`src/rtl/core/gpio_pkg.sv`:
```
// Shared types, register offsets and operation codes of the GPIO port.
package gpio_pkg;

    localparam int PIN_COUNT_DEFAULT = 8;
    localparam int BUS_WIDTH = 8;
    localparam int WORD_WIDTH = 10;
    localparam int MODE_WIDTH = 2;

    // item operation codes
    localparam logic [MODE_WIDTH-1:0] MODE_READ   = 2'd0;
    localparam logic [MODE_WIDTH-1:0] MODE_WRITE  = 2'd1;
    localparam logic [MODE_WIDTH-1:0] MODE_SAMPLE = 2'd2;

    // register word offsets above the masked data window
    localparam logic [WORD_WIDTH-1:0] WORD_DIR   = 10'd256;
    localparam logic [WORD_WIDTH-1:0] WORD_LEVEL = 10'd257;
    localparam logic [WORD_WIDTH-1:0] WORD_BOTH  = 10'd258;
    localparam logic [WORD_WIDTH-1:0] WORD_POL   = 10'd259;
    localparam logic [WORD_WIDTH-1:0] WORD_EN    = 10'd260;
    localparam logic [WORD_WIDTH-1:0] WORD_RAW   = 10'd261;
    localparam logic [WORD_WIDTH-1:0] WORD_MIS   = 10'd262;
    localparam logic [WORD_WIDTH-1:0] WORD_CLR   = 10'd263;

    typedef struct packed {
        logic [MODE_WIDTH-1:0] mode;
        logic [WORD_WIDTH-1:0] word_index;
        logic [BUS_WIDTH-1:0]  write_data;
        logic [BUS_WIDTH-1:0]  pin_levels;
    } in_item_t;

    typedef struct packed {
        logic [BUS_WIDTH-1:0] read_data;
        logic [BUS_WIDTH-1:0] pin_drive;
        logic [BUS_WIDTH-1:0] pin_enable;
        logic                 irq;
    } out_item_t;

endpackage

```
`src/rtl/core/gpio_detect.sv`:
```
// Per-pin edge and level event detection for a pin sample.
module gpio_detect #(
    parameter int PIN_COUNT = gpio_pkg::PIN_COUNT_DEFAULT
) (
    input  logic [PIN_COUNT-1:0] pins,
    input  logic [PIN_COUNT-1:0] last_pins,
    input  logic [PIN_COUNT-1:0] level_sense,
    input  logic [PIN_COUNT-1:0] both_edges,
    input  logic [PIN_COUNT-1:0] polarity,
    output logic [PIN_COUNT-1:0] hit
);

    logic [PIN_COUNT-1:0] rise;
    logic [PIN_COUNT-1:0] fall;
    logic [PIN_COUNT-1:0] edge_sel;
    logic [PIN_COUNT-1:0] edge_hit;
    logic [PIN_COUNT-1:0] level_hit;

    assign rise      = pins & ~last_pins;
    assign fall      = last_pins & ~pins;
    assign edge_sel  = (rise & polarity) | (fall & ~polarity);
    assign edge_hit  = (both_edges & (rise | fall)) | (~both_edges & edge_sel);
    // level pins fire while the level matches polarity
    assign level_hit = ~(pins ^ polarity);
    assign hit       = (level_sense & level_hit) | (~level_sense & edge_hit);

endmodule

```
`src/rtl/core/gpio_regs.sv`:
```
// GPIO register file: bus decode, state update and result formation.
module gpio_regs #(
    parameter int PIN_COUNT = gpio_pkg::PIN_COUNT_DEFAULT
) (
    input  logic               clk,
    input  logic               rst_n,
    input  logic               go,
    input  gpio_pkg::in_item_t item,
    output gpio_pkg::out_item_t result
);

    logic [PIN_COUNT-1:0] out_data_reg,    out_data_next;
    logic [PIN_COUNT-1:0] direction_reg,   direction_next;
    logic [PIN_COUNT-1:0] level_sense_reg, level_sense_next;
    logic [PIN_COUNT-1:0] both_edges_reg,  both_edges_next;
    logic [PIN_COUNT-1:0] polarity_reg,    polarity_next;
    logic [PIN_COUNT-1:0] irq_enable_reg,  irq_enable_next;
    logic [PIN_COUNT-1:0] raw_status_reg,  raw_status_next;
    logic [PIN_COUNT-1:0] last_pins_reg,   last_pins_next;

    logic [PIN_COUNT-1:0] wdata;
    logic [PIN_COUNT-1:0] pins;
    logic [PIN_COUNT-1:0] mask;
    logic [PIN_COUNT-1:0] pin_view;
    logic [PIN_COUNT-1:0] rdata;
    logic [PIN_COUNT-1:0] hit;
    logic                 in_window;

    assign wdata     = item.write_data[PIN_COUNT-1:0];
    assign pins      = item.pin_levels[PIN_COUNT-1:0];
    assign mask      = item.word_index[PIN_COUNT-1:0];
    assign in_window = (item.word_index[gpio_pkg::WORD_WIDTH-1:8] == 2'b00);
    assign pin_view  = (out_data_reg & direction_reg) | (last_pins_reg & ~direction_reg);

    gpio_detect #(
        .PIN_COUNT(PIN_COUNT)
    ) u_detect (
        .pins        (pins),
        .last_pins   (last_pins_reg),
        .level_sense (level_sense_reg),
        .both_edges  (both_edges_reg),
        .polarity    (polarity_reg),
        .hit         (hit)
    );

    always_comb
    begin
        out_data_next    = out_data_reg;
        direction_next   = direction_reg;
        level_sense_next = level_sense_reg;
        both_edges_next  = both_edges_reg;
        polarity_next    = polarity_reg;
        irq_enable_next  = irq_enable_reg;
        raw_status_next  = raw_status_reg;
        last_pins_next   = last_pins_reg;
        rdata            = '0;

        unique case (item.mode)
            gpio_pkg::MODE_READ:
            begin
                if (in_window)
                begin
                    rdata = pin_view & mask;
                end
                else
                begin
                    unique case (item.word_index)
                        gpio_pkg::WORD_DIR:   rdata = direction_reg;
                        gpio_pkg::WORD_LEVEL: rdata = level_sense_reg;
                        gpio_pkg::WORD_BOTH:  rdata = both_edges_reg;
                        gpio_pkg::WORD_POL:   rdata = polarity_reg;
                        gpio_pkg::WORD_EN:    rdata = irq_enable_reg;
                        gpio_pkg::WORD_RAW:   rdata = raw_status_reg;
                        gpio_pkg::WORD_MIS:   rdata = raw_status_reg & irq_enable_reg;
                        default:              rdata = '0;
                    endcase
                end
            end
            gpio_pkg::MODE_WRITE:
            begin
                if (in_window)
                begin
                    out_data_next = (out_data_reg & ~mask) | (wdata & mask);
                end
                else
                begin
                    unique case (item.word_index)
                        gpio_pkg::WORD_DIR:   direction_next   = wdata;
                        gpio_pkg::WORD_LEVEL: level_sense_next = wdata;
                        gpio_pkg::WORD_BOTH:  both_edges_next  = wdata;
                        gpio_pkg::WORD_POL:   polarity_next    = wdata;
                        gpio_pkg::WORD_EN:    irq_enable_next  = wdata;
                        gpio_pkg::WORD_CLR:   raw_status_next  = raw_status_reg & ~wdata;
                        default:              ;
                    endcase
                end
            end
            gpio_pkg::MODE_SAMPLE:
            begin
                raw_status_next = raw_status_reg | hit;
                last_pins_next  = pins;
            end
            default: ;
        endcase
    end

    always_ff @(posedge clk or negedge rst_n)
    begin
        if (!rst_n)
        begin
            out_data_reg    <= '0;
            direction_reg   <= '0;
            level_sense_reg <= '0;
            both_edges_reg  <= '0;
            polarity_reg    <= '0;
            irq_enable_reg  <= '0;
            raw_status_reg  <= '0;
            last_pins_reg   <= '0;
        end
        else if (go)
        begin
            out_data_reg    <= out_data_next;
            direction_reg   <= direction_next;
            level_sense_reg <= level_sense_next;
            both_edges_reg  <= both_edges_next;
            polarity_reg    <= polarity_next;
            irq_enable_reg  <= irq_enable_next;
            raw_status_reg  <= raw_status_next;
            last_pins_reg   <= last_pins_next;
        end
    end

    // result shows the state after this item's update
    assign result.read_data  = gpio_pkg::BUS_WIDTH'(rdata);
    assign result.pin_drive  = gpio_pkg::BUS_WIDTH'(out_data_next);
    assign result.pin_enable = gpio_pkg::BUS_WIDTH'(direction_next);
    assign result.irq        = |(raw_status_next & irq_enable_next);

endmodule

```
`src/rtl/core/gpio_port_with_pin_interrupts.sv`:
```
// Top level of the GPIO port: input register, register file and result register.
//
//  channel  | handshake                   | payload
//  ---------+-----------------------------+-----------------------------------
//  item     | item_valid / item_stall     | in_item_t  (mode, word, data, pins)
//  result   | result_valid / result_stall | out_item_t (read, drive, enable, irq)
//
// One transfer per cycle is sustained on both sides while result is not stalled.
// An item waits in the input register, is applied to the register file as it
// moves into the result register, and is valid on result from that edge on
// until its result transfer.
// Reset (rst_n low, asynchronous) clears all port registers and both stages.
// A stall on result holds the result register; the input register then fills
// and item_stall rises, so at most two items are in flight.
module gpio_port_with_pin_interrupts #(
    parameter int PIN_COUNT = gpio_pkg::PIN_COUNT_DEFAULT
) (
    input  logic                clk,
    input  logic                rst_n,
    input  logic                item_valid,
    output logic                item_stall,
    input  gpio_pkg::in_item_t  item,
    output logic                result_valid,
    input  logic                result_stall,
    output gpio_pkg::out_item_t result
);

    logic                in_valid_reg;
    gpio_pkg::in_item_t  in_item_reg;
    logic                out_valid_reg;
    gpio_pkg::out_item_t out_item_reg;
    gpio_pkg::out_item_t out_item_next;
    logic                advance;
    logic                take_in;

    // the held item moves on when the result slot is empty or being drained
    assign advance    = in_valid_reg && (!out_valid_reg || !result_stall);
    assign item_stall = in_valid_reg && !advance;
    assign take_in    = item_valid && !item_stall;

    always_ff @(posedge clk or negedge rst_n)
    begin
        if (!rst_n)
        begin
            in_valid_reg <= 1'b0;
        end
        else if (take_in || advance)
        begin
            in_valid_reg <= take_in;
        end
    end

    always_ff @(posedge clk)
    begin
        if (take_in)
        begin
            in_item_reg <= item;
        end
    end

    // state is committed only when the item is handed to the result register
    gpio_regs #(
        .PIN_COUNT(PIN_COUNT)
    ) u_regs (
        .clk    (clk),
        .rst_n  (rst_n),
        .go     (advance),
        .item   (in_item_reg),
        .result (out_item_next)
    );

    always_ff @(posedge clk or negedge rst_n)
    begin
        if (!rst_n)
        begin
            out_valid_reg <= 1'b0;
        end
        else if (advance)
        begin
            out_valid_reg <= 1'b1;
        end
        else if (!result_stall)
        begin
            out_valid_reg <= 1'b0;
        end
    end

    always_ff @(posedge clk)
    begin
        if (advance)
        begin
            out_item_reg <= out_item_next;
        end
    end

    assign result_valid = out_valid_reg;
    assign result       = out_item_reg;

endmodule
```
`config.mk`:
```
export PLATFORM = sky130hd
export DESIGN_NAME = gpio_port_with_pin_interrupts
export DESIGN_NICKNAME = d
export VERILOG_FILES = /design/src/rtl/core/gpio_pkg.sv /design/src/rtl/core/gpio_detect.sv /design/src/rtl/core/gpio_regs.sv /design/src/rtl/core/gpio_port_with_pin_interrupts.sv
export SDC_FILE = /design/constraint.sdc
export NUM_CORES = 1
export LEC_CHECK = 0
export BUFFER_PORTS_ARGS = -buffer_cell sky130_fd_sc_hd__buf_2
export CAP_MARGIN = 5
export CORE_MARGIN = 3
export CORE_UTILIZATION = 45
export CTS_CLUSTER_DIAMETER = 30
export CTS_CLUSTER_SIZE = 28
export DETAILED_ROUTE_END_ITERATION = 12
export PLACE_DENSITY = 0.74
export SETUP_SLACK_MARGIN = 0.5
export SLEW_MARGIN = 30
export SYNTH_ARGS = -nofsm -noshare
export SYNTH_HDL_FRONTEND = slang
export SYNTH_HIERARCHICAL = 1
export SYNTH_SLANG_ARGS = --single-unit
export TNS_END_PERCENT = 50
```
`constraint.sdc`:
```
create_clock -name clk -period 5.55 [get_ports clk]
set_input_delay 1.665 -clock clk [delete_from_list [all_inputs] [get_ports clk]]
set_output_delay 1.665 -clock clk [all_outputs]
set_load 0.05 [all_outputs]
```
==> metrics.yaml, run 1 <==
critical_path:
  crit_arrival_ns: 2.20
  slowest_stage: "buf_2"
  cpPeakStageDelay_ns: 0.25
  critPathMaxFanout: 3
  critPathBufInv: 3
  r2r_setup_slack_ns: 2.25
  crit_path_frequent_cell: "buf_2"
  worstSetupEndpointType: "output port"
  path_class: "in -> out"
  cp.required_ns: 3.88
  r2r_end: "u_regs/direction_reg[3]"
  path_delay_family: "buffers and inverters"
  r2r-start: "in_item_reg[20]"
  cp-start-kind: "primary input"
  rr_worst_depth: 4
  path_cells: "buf_2, nand3_2, inv_1, buf_2"
detailed_routing:
  drt_first_pass_iters: 5
  drt_iter0_drc: 430
  wl_per_cell_um: 19.8
  totalWireLength_um: 14500
  drc: 0
  ant_nets: 0
  vias: 4220
  viasPerCell: 5.77
sta:
  slew_headroom: 0.377
  hold_ws_ns: 0.520
  layout_min_cycle_time_ns: 3.86
  drv_slew: 0
  finalHoldViolations: 0
  setup-tns-final_ns: 0
  fin_worst_skew_ns: 0.00587
  fin_crit_sh: 0.696
  finalSetupViolCount: 0
  tightest_slew_ns: 0.932
  grt_setup_unrepaired: "false"
  fin_ws_ns: 1.69
  max_freq_ghz: 0.259
floorplan:
  std_cell_rows: 41
  core_area_um2: 12900
  die_h_um: 122
  die_x_um: 122
  io_pins: 59
  start_util: 0.471
  die_area_um2: 15000
clock_network:
  hold_buffers: 0
  post_cts_resized: 0
  cts_max_level: 4
  cts_buffers: 17
  clock-root-buffer: "clkbuf_16"
  clkLatencyLatePin_ns: 0.42
  clk_pin_slew_ns: 0.05
  cts.sinks: 119
  postCtsSetupBuffers: 0
  clockBufferDepth: 2
  cts_tree: "done"
finish:
  fillers: 1145
  largest_register_ffs: 28
  diodes: 0
  area_growth_pct: 16.3
  finalNetCount: 597
  drive_gt1_frac: 0.329
placed_design:
  hpwl_um: 9580
  post-place-ws_ns: 1.68
  place.gp.congestion: 0.883
  portBuffers: 58
synthesis:
  ys_seq_area_frac: 0.533
  netlist_instances: 484
  synth_common_cells: "mux2_2, dfrtp_1, edfxtp_1"
  synth.top_cell.area_share: 0.271
  synth.most_common_cell: "mux2_2"
  yosys_warnings: 6
  syn_nets: 535
  synth_area_leader_cell: "dfrtp_1"
  ys_ff_latch: 119
  synth-edff-count: 53
  ys_types: 47
  synth_ff_type: "dfrtp_1"
  async_reset_ff_frac: 0.555
  syn_area_um2: 6090
  postSynthAreaPerCell_um2: 12.6
  synth.area.top_cells: "dfrtp_1, edfxtp_1, mux2_2"
run:
  max_cap_violations: 0
outcome:
  status: "finished clean"
grt:
  grt_max_degree: 51
  grt_first_pass_wirelength_um: 22700
  grt_pass1_vias: 4257
  grt_overflow_total: 0
  antenna_found_initial: 0
  grt_usage: 0.205
power:
  p_leak_nw: 3.12
  vdd_ir_drop_max_mv: 0.198
  pwr_density_cell_nw_per_um2: 345
worst_hold_path:
  holdPathEnd: "result_valid"
  holdPathStages: 1
  hp-class: "reg -> reg"
  hp-start: "in_valid_reg"
[power breakdown]
group | switching [mW] | internal (mW) | leakage, nW
Sequential | 0.0718 | 1.02 | 1.41
Clock | 0.362 | 0.646 | 0.267
Combinational | 0.209 | 0.133 | 1.44
[layout make-up]
class                      count  area (µm²)  share of cell area
multi-input combinational    317        2650               0.374
timing repair buffer          63         328              0.0463
clock inverter                 5        48.8             0.00689
sequential                   119        3240               0.458
clock buffer                  27         493              0.0696
inverter                      28         105              0.0148
tap                          172         215              0.0304
[placed cells by master, fill, tap and decap left out, types with 9 or more instances in the layout]
master,count
mux2_2,80
dfrtp_1,66
buf_2,58
edfxtp_1,53
a21oi_1,36
nand2_1,29
inv_1,28
o21ai_0,19
ha_1,19
mux2i_1,18
clkbuf_16,17
mux2_1,9
[per-stage QoR]
step	instances	util	cell area [µm²]	power [mW]
after global routing	731	0.548	7080	2.55
after CTS	731	0.548	7080	2.46
after detailed placement	699	0.506	6540	1.44
after floorplan	484	-	6090	1.33
final	731	0.548	7080	2.44
after global placement	699	0.506	6540	1.43
[metal layers]
metal  global-route usage  wire length, µm  part of all wire  vias up
li1                     -                -                 -     1912
met1                0.266             6070              0.42     2086
met2                0.325             6770              0.47      177
met3               0.0429             1100             0.076       45
met4                0.105              540             0.037        0
met5                    0                0                 0        -
[cell families after synthesis]
| logic type | share of synthesized area |
|---|---|
| AND/OR/NAND/NOR | 0.0802 |
| XOR/XNOR | 0.0115 |
| multiplexers | 0.214 |
| buffers and inverters | 0.0339 |
| adder cells (fa/ha/maj) | 0.0391 |
| AO/OA/AOI/OAI | 0.0886 |
| flip-flops | 0.533 |
[how the worst max path moves through the flow]
stage	end	startpoint	depth (start not counted)	slack [ns]
CTS	item_stall	result_stall	4	1.68
finish	item_stall	result_stall	4	1.69
floorplan	u_regs/both_edges_reg[0]	result_stall	4	1.27
global placement	item_stall	result_stall	4	1.68
detailed placement	item_stall	result_stall	4	1.68
global route	item_stall	result_stall	4	1.65
Note: power is estimated with default switching activity, not from simulation.
==> run 2, diff against run 1 <==
--- a/config.mk
+++ b/config.mk
@@ -12,7 +12,7 @@
 export CTS_CLUSTER_DIAMETER = 30
 export CTS_CLUSTER_SIZE = 28
 export DETAILED_ROUTE_END_ITERATION = 12
-export PLACE_DENSITY = 0.74
+export PLACE_DENSITY = 0.77
 export SETUP_SLACK_MARGIN = 0.5
 export SLEW_MARGIN = 30
 export SYNTH_ARGS = -nofsm -noshare
==> constraint.sdc (replaced) <==
create_clock -name clk -period 3.2 [get_ports clk]
set_input_delay 0.96 -clock clk [delete_from_list [all_inputs] [get_ports clk]]
set_output_delay 0.96 -clock clk [all_outputs]
set_load 0.05 [all_outputs]
==> run 2 against run 1 <==
Against the previous run:
- setup slack worse by 1.0 ns
- register-to-register slack worse by 1.6 ns
- hold slack worse by 0.021 ns
- flip-flop and latch count unchanged
- power up 77%
- combinational power up 81%
- routed wire length up 5.6%
- largest power group unchanged
- clock skew up 0.0029 ns
- largest cell class unchanged
- global-route usage up 1.1 points
- highest routed layer unchanged
==> metrics.yaml, run 2 (same netlist as run 1, synthesis figures left out) <==
outcome:
  status: "finished clean"  # unchanged
detailed_routing:
  viasPerCell: 5.72  # was 5.77
  drc: 0  # unchanged
  ant_nets: 0  # unchanged
  vias: 4235  # was 4,220
  drt_first_pass_iters: 5  # unchanged
  totalWireLength_um: 15300  # was 14,500 µm
  drt_iter0_drc: 396  # was 430
  wl_per_cell_um: 20.7  # was 19.8 µm
critical_path:
  path_class: "reg -> reg"  # was in -> out
  worstSetupEndpointType: "register"  # was output port
  crit_arrival_ns: 2.80  # was 2.20 ns
  critPathBufInv: 0  # was 3
  cp-start-kind: "register"  # was primary input
  cpPeakStageDelay_ns: 0.63  # was 0.25 ns
  path_cells: "or4_4, or3_4, or2_2, mux2_1"  # was buf_2, nand3_2, inv_1, buf_2
  cp.required_ns: 3.49  # was 3.88 ns
  critPathMaxFanout: 8  # was 3
  slowest_stage: "or4_4"  # was buf_2
  path_delay_family: "simple AND/OR/NAND/NOR gates"  # was buffers and inverters
clock_network:
  clockBufferDepth: 2  # unchanged
  cts.sinks: 119  # unchanged
  cts_buffers: 17  # unchanged
  cts_max_level: 4  # unchanged
  hold_buffers: 0  # unchanged
  clk_pin_slew_ns: 0.05  # about the same
  clkLatencyLatePin_ns: 0.42  # about the same
  cts_tree: "done"  # unchanged
  clock-root-buffer: "clkbuf_16"  # unchanged
power:
  vdd_ir_drop_max_mv: 0.342  # was 0.198 mV
  p_leak_nw: 3.19  # was 3.12 nW
  pwr_density_cell_nw_per_um2: 598  # was 345 nW/µm²
floorplan:
  die_h_um: 122  # unchanged
  die_x_um: 122  # unchanged
  start_util: 0.471  # unchanged
  io_pins: 59  # unchanged
  die_area_um2: 15000  # unchanged
  core_area_um2: 12900  # unchanged
  std_cell_rows: 41  # unchanged
finish:
  final_design_area_no_fill_um2: 7210  # was 7080 µm²
  finalNetCount: 606  # was 597
  final_common_cell: "mux2_2"  # unchanged
  layout_common_cells: "mux2_2, dfrtp_1, buf_2, edfxtp_1, a21oi_1"  # unchanged
  diodes: 0  # unchanged
  finish.utilization: 0.558  # was 0.548
  drive_gt1_frac: 0.352  # was 0.329
  largest_register_ffs: 28  # unchanged
  area_growth_pct: 18.4  # was 16.3%
sta:
  drv_slew: 0  # unchanged
  tightest_slew_ns: 0.978  # was 0.932 ns
  max_freq_ghz: 0.398
  grt_setup_unrepaired: "false"  # unchanged
  finalHoldViolations: 0  # unchanged
  fin_crit_sh: 0.785
  hold_ws_ns: 0.499  # was 0.520 ns
  finalSetupViolCount: 0  # unchanged
  setup-tns-final_ns: 0  # unchanged
  fin_worst_skew_ns: 0.00876  # was 0.00587 ns
  layout_min_cycle_time_ns: 2.51
  slew_headroom: 0.345  # was 0.377
run:
  max_cap_violations: 0  # unchanged
grt:
  grt_max_degree: 46  # was 51
  grt_overflow_total: 0  # unchanged
  grt_usage: 0.216  # was 0.205
  grt_first_pass_wirelength_um: 23800  # was 22,700 µm
  antenna_found_initial: 0  # unchanged
  grt_pass1_vias: 4205  # was 4,257
placed_design:
  placed_area_um2: 6620  # was 6540 µm²
  place.gp.congestion: 0.899  # was 0.883
  hpwl_um: 10100  # was 9580 µm
  portBuffers: 58  # unchanged
worst_hold_path:
  hp-class: "reg -> reg"  # unchanged
[run 2: cell types whose count changed in the layout (fill, tap and decap cells not counted), sizes merged]
cell,previous run,this run
clkbuf,27,28
clkinv,4,3
buf,63,72
[run 2: layer usage]
metal,up-vias,part of all wire,track usage
met5,-,0,0
met4,0,0.031,0.0959
met3,34,0.067,0.0677
met2,171,0.46,0.315
met1,2099,0.44,0.296
li1,1931,-,-
[run 2: through the flow]
step | setup slack (ns) | power, mW | instances
after floorplan | 0.580 | 2.32 | 484
after global placement | 0.359 | 2.50 | 707
after detailed placement | 0.307 | 2.52 | 707
after CTS | 0.500 | 4.34 | 739
after global routing | 0.593 | 4.49 | 740
final | 0.689 | 4.31 | 740
[run 2: worst reg2reg max path, stage by stage, from the launching register on]
cell,delay (ns)
edfxtp_1,0.42
or4_4,0.63
or3_4,0.46
or2_2,0.49
mux2_1,0.38
[run 2: final cells by class]
class,count,area (µm²)
fill,1107,5720
timing repair buffer,72,408
tap,172,215
multi-input combinational,317,2680
clock buffer,28,517
clock inverter,4,45.0
sequential,119,3240
inverter,28,105
[run 2: timing repair]
item | in CTS | in global routing
pin swaps | 1 | 1
setup buffers | 0 | 1
endpoints found under the setup margin | 17 | 16
gates resized for setup | 3 | 2
[run 2: final timing paths]
kind                                 startpoint                  endpoint  slack (ns)  depth (start not counted)
worst max-delay path            in_item_reg[21]    u_regs/polarity_reg[7]        0.69                          4
max in group asynchronous                 rst_n  u_regs/irq_enable_reg[0]        2.00                          2
worst min-delay path               in_valid_reg              result_valid        0.50                          1
worst min register to register     in_valid_reg              result_valid        0.50                          1
min in group asynchronous                 rst_n   u_regs/direction_reg[0]        0.54                          1
worst max register to register  in_item_reg[21]    u_regs/polarity_reg[7]        0.69                          4
[run 2: report_power, final]
group	internal (mW)	total (mW)	switching, mW	leakage, nW
Combinational	0.238	0.619	0.381	1.50
Clock	1.17	1.80	0.638	0.278
Sequential	1.76	1.89	0.123	1.41
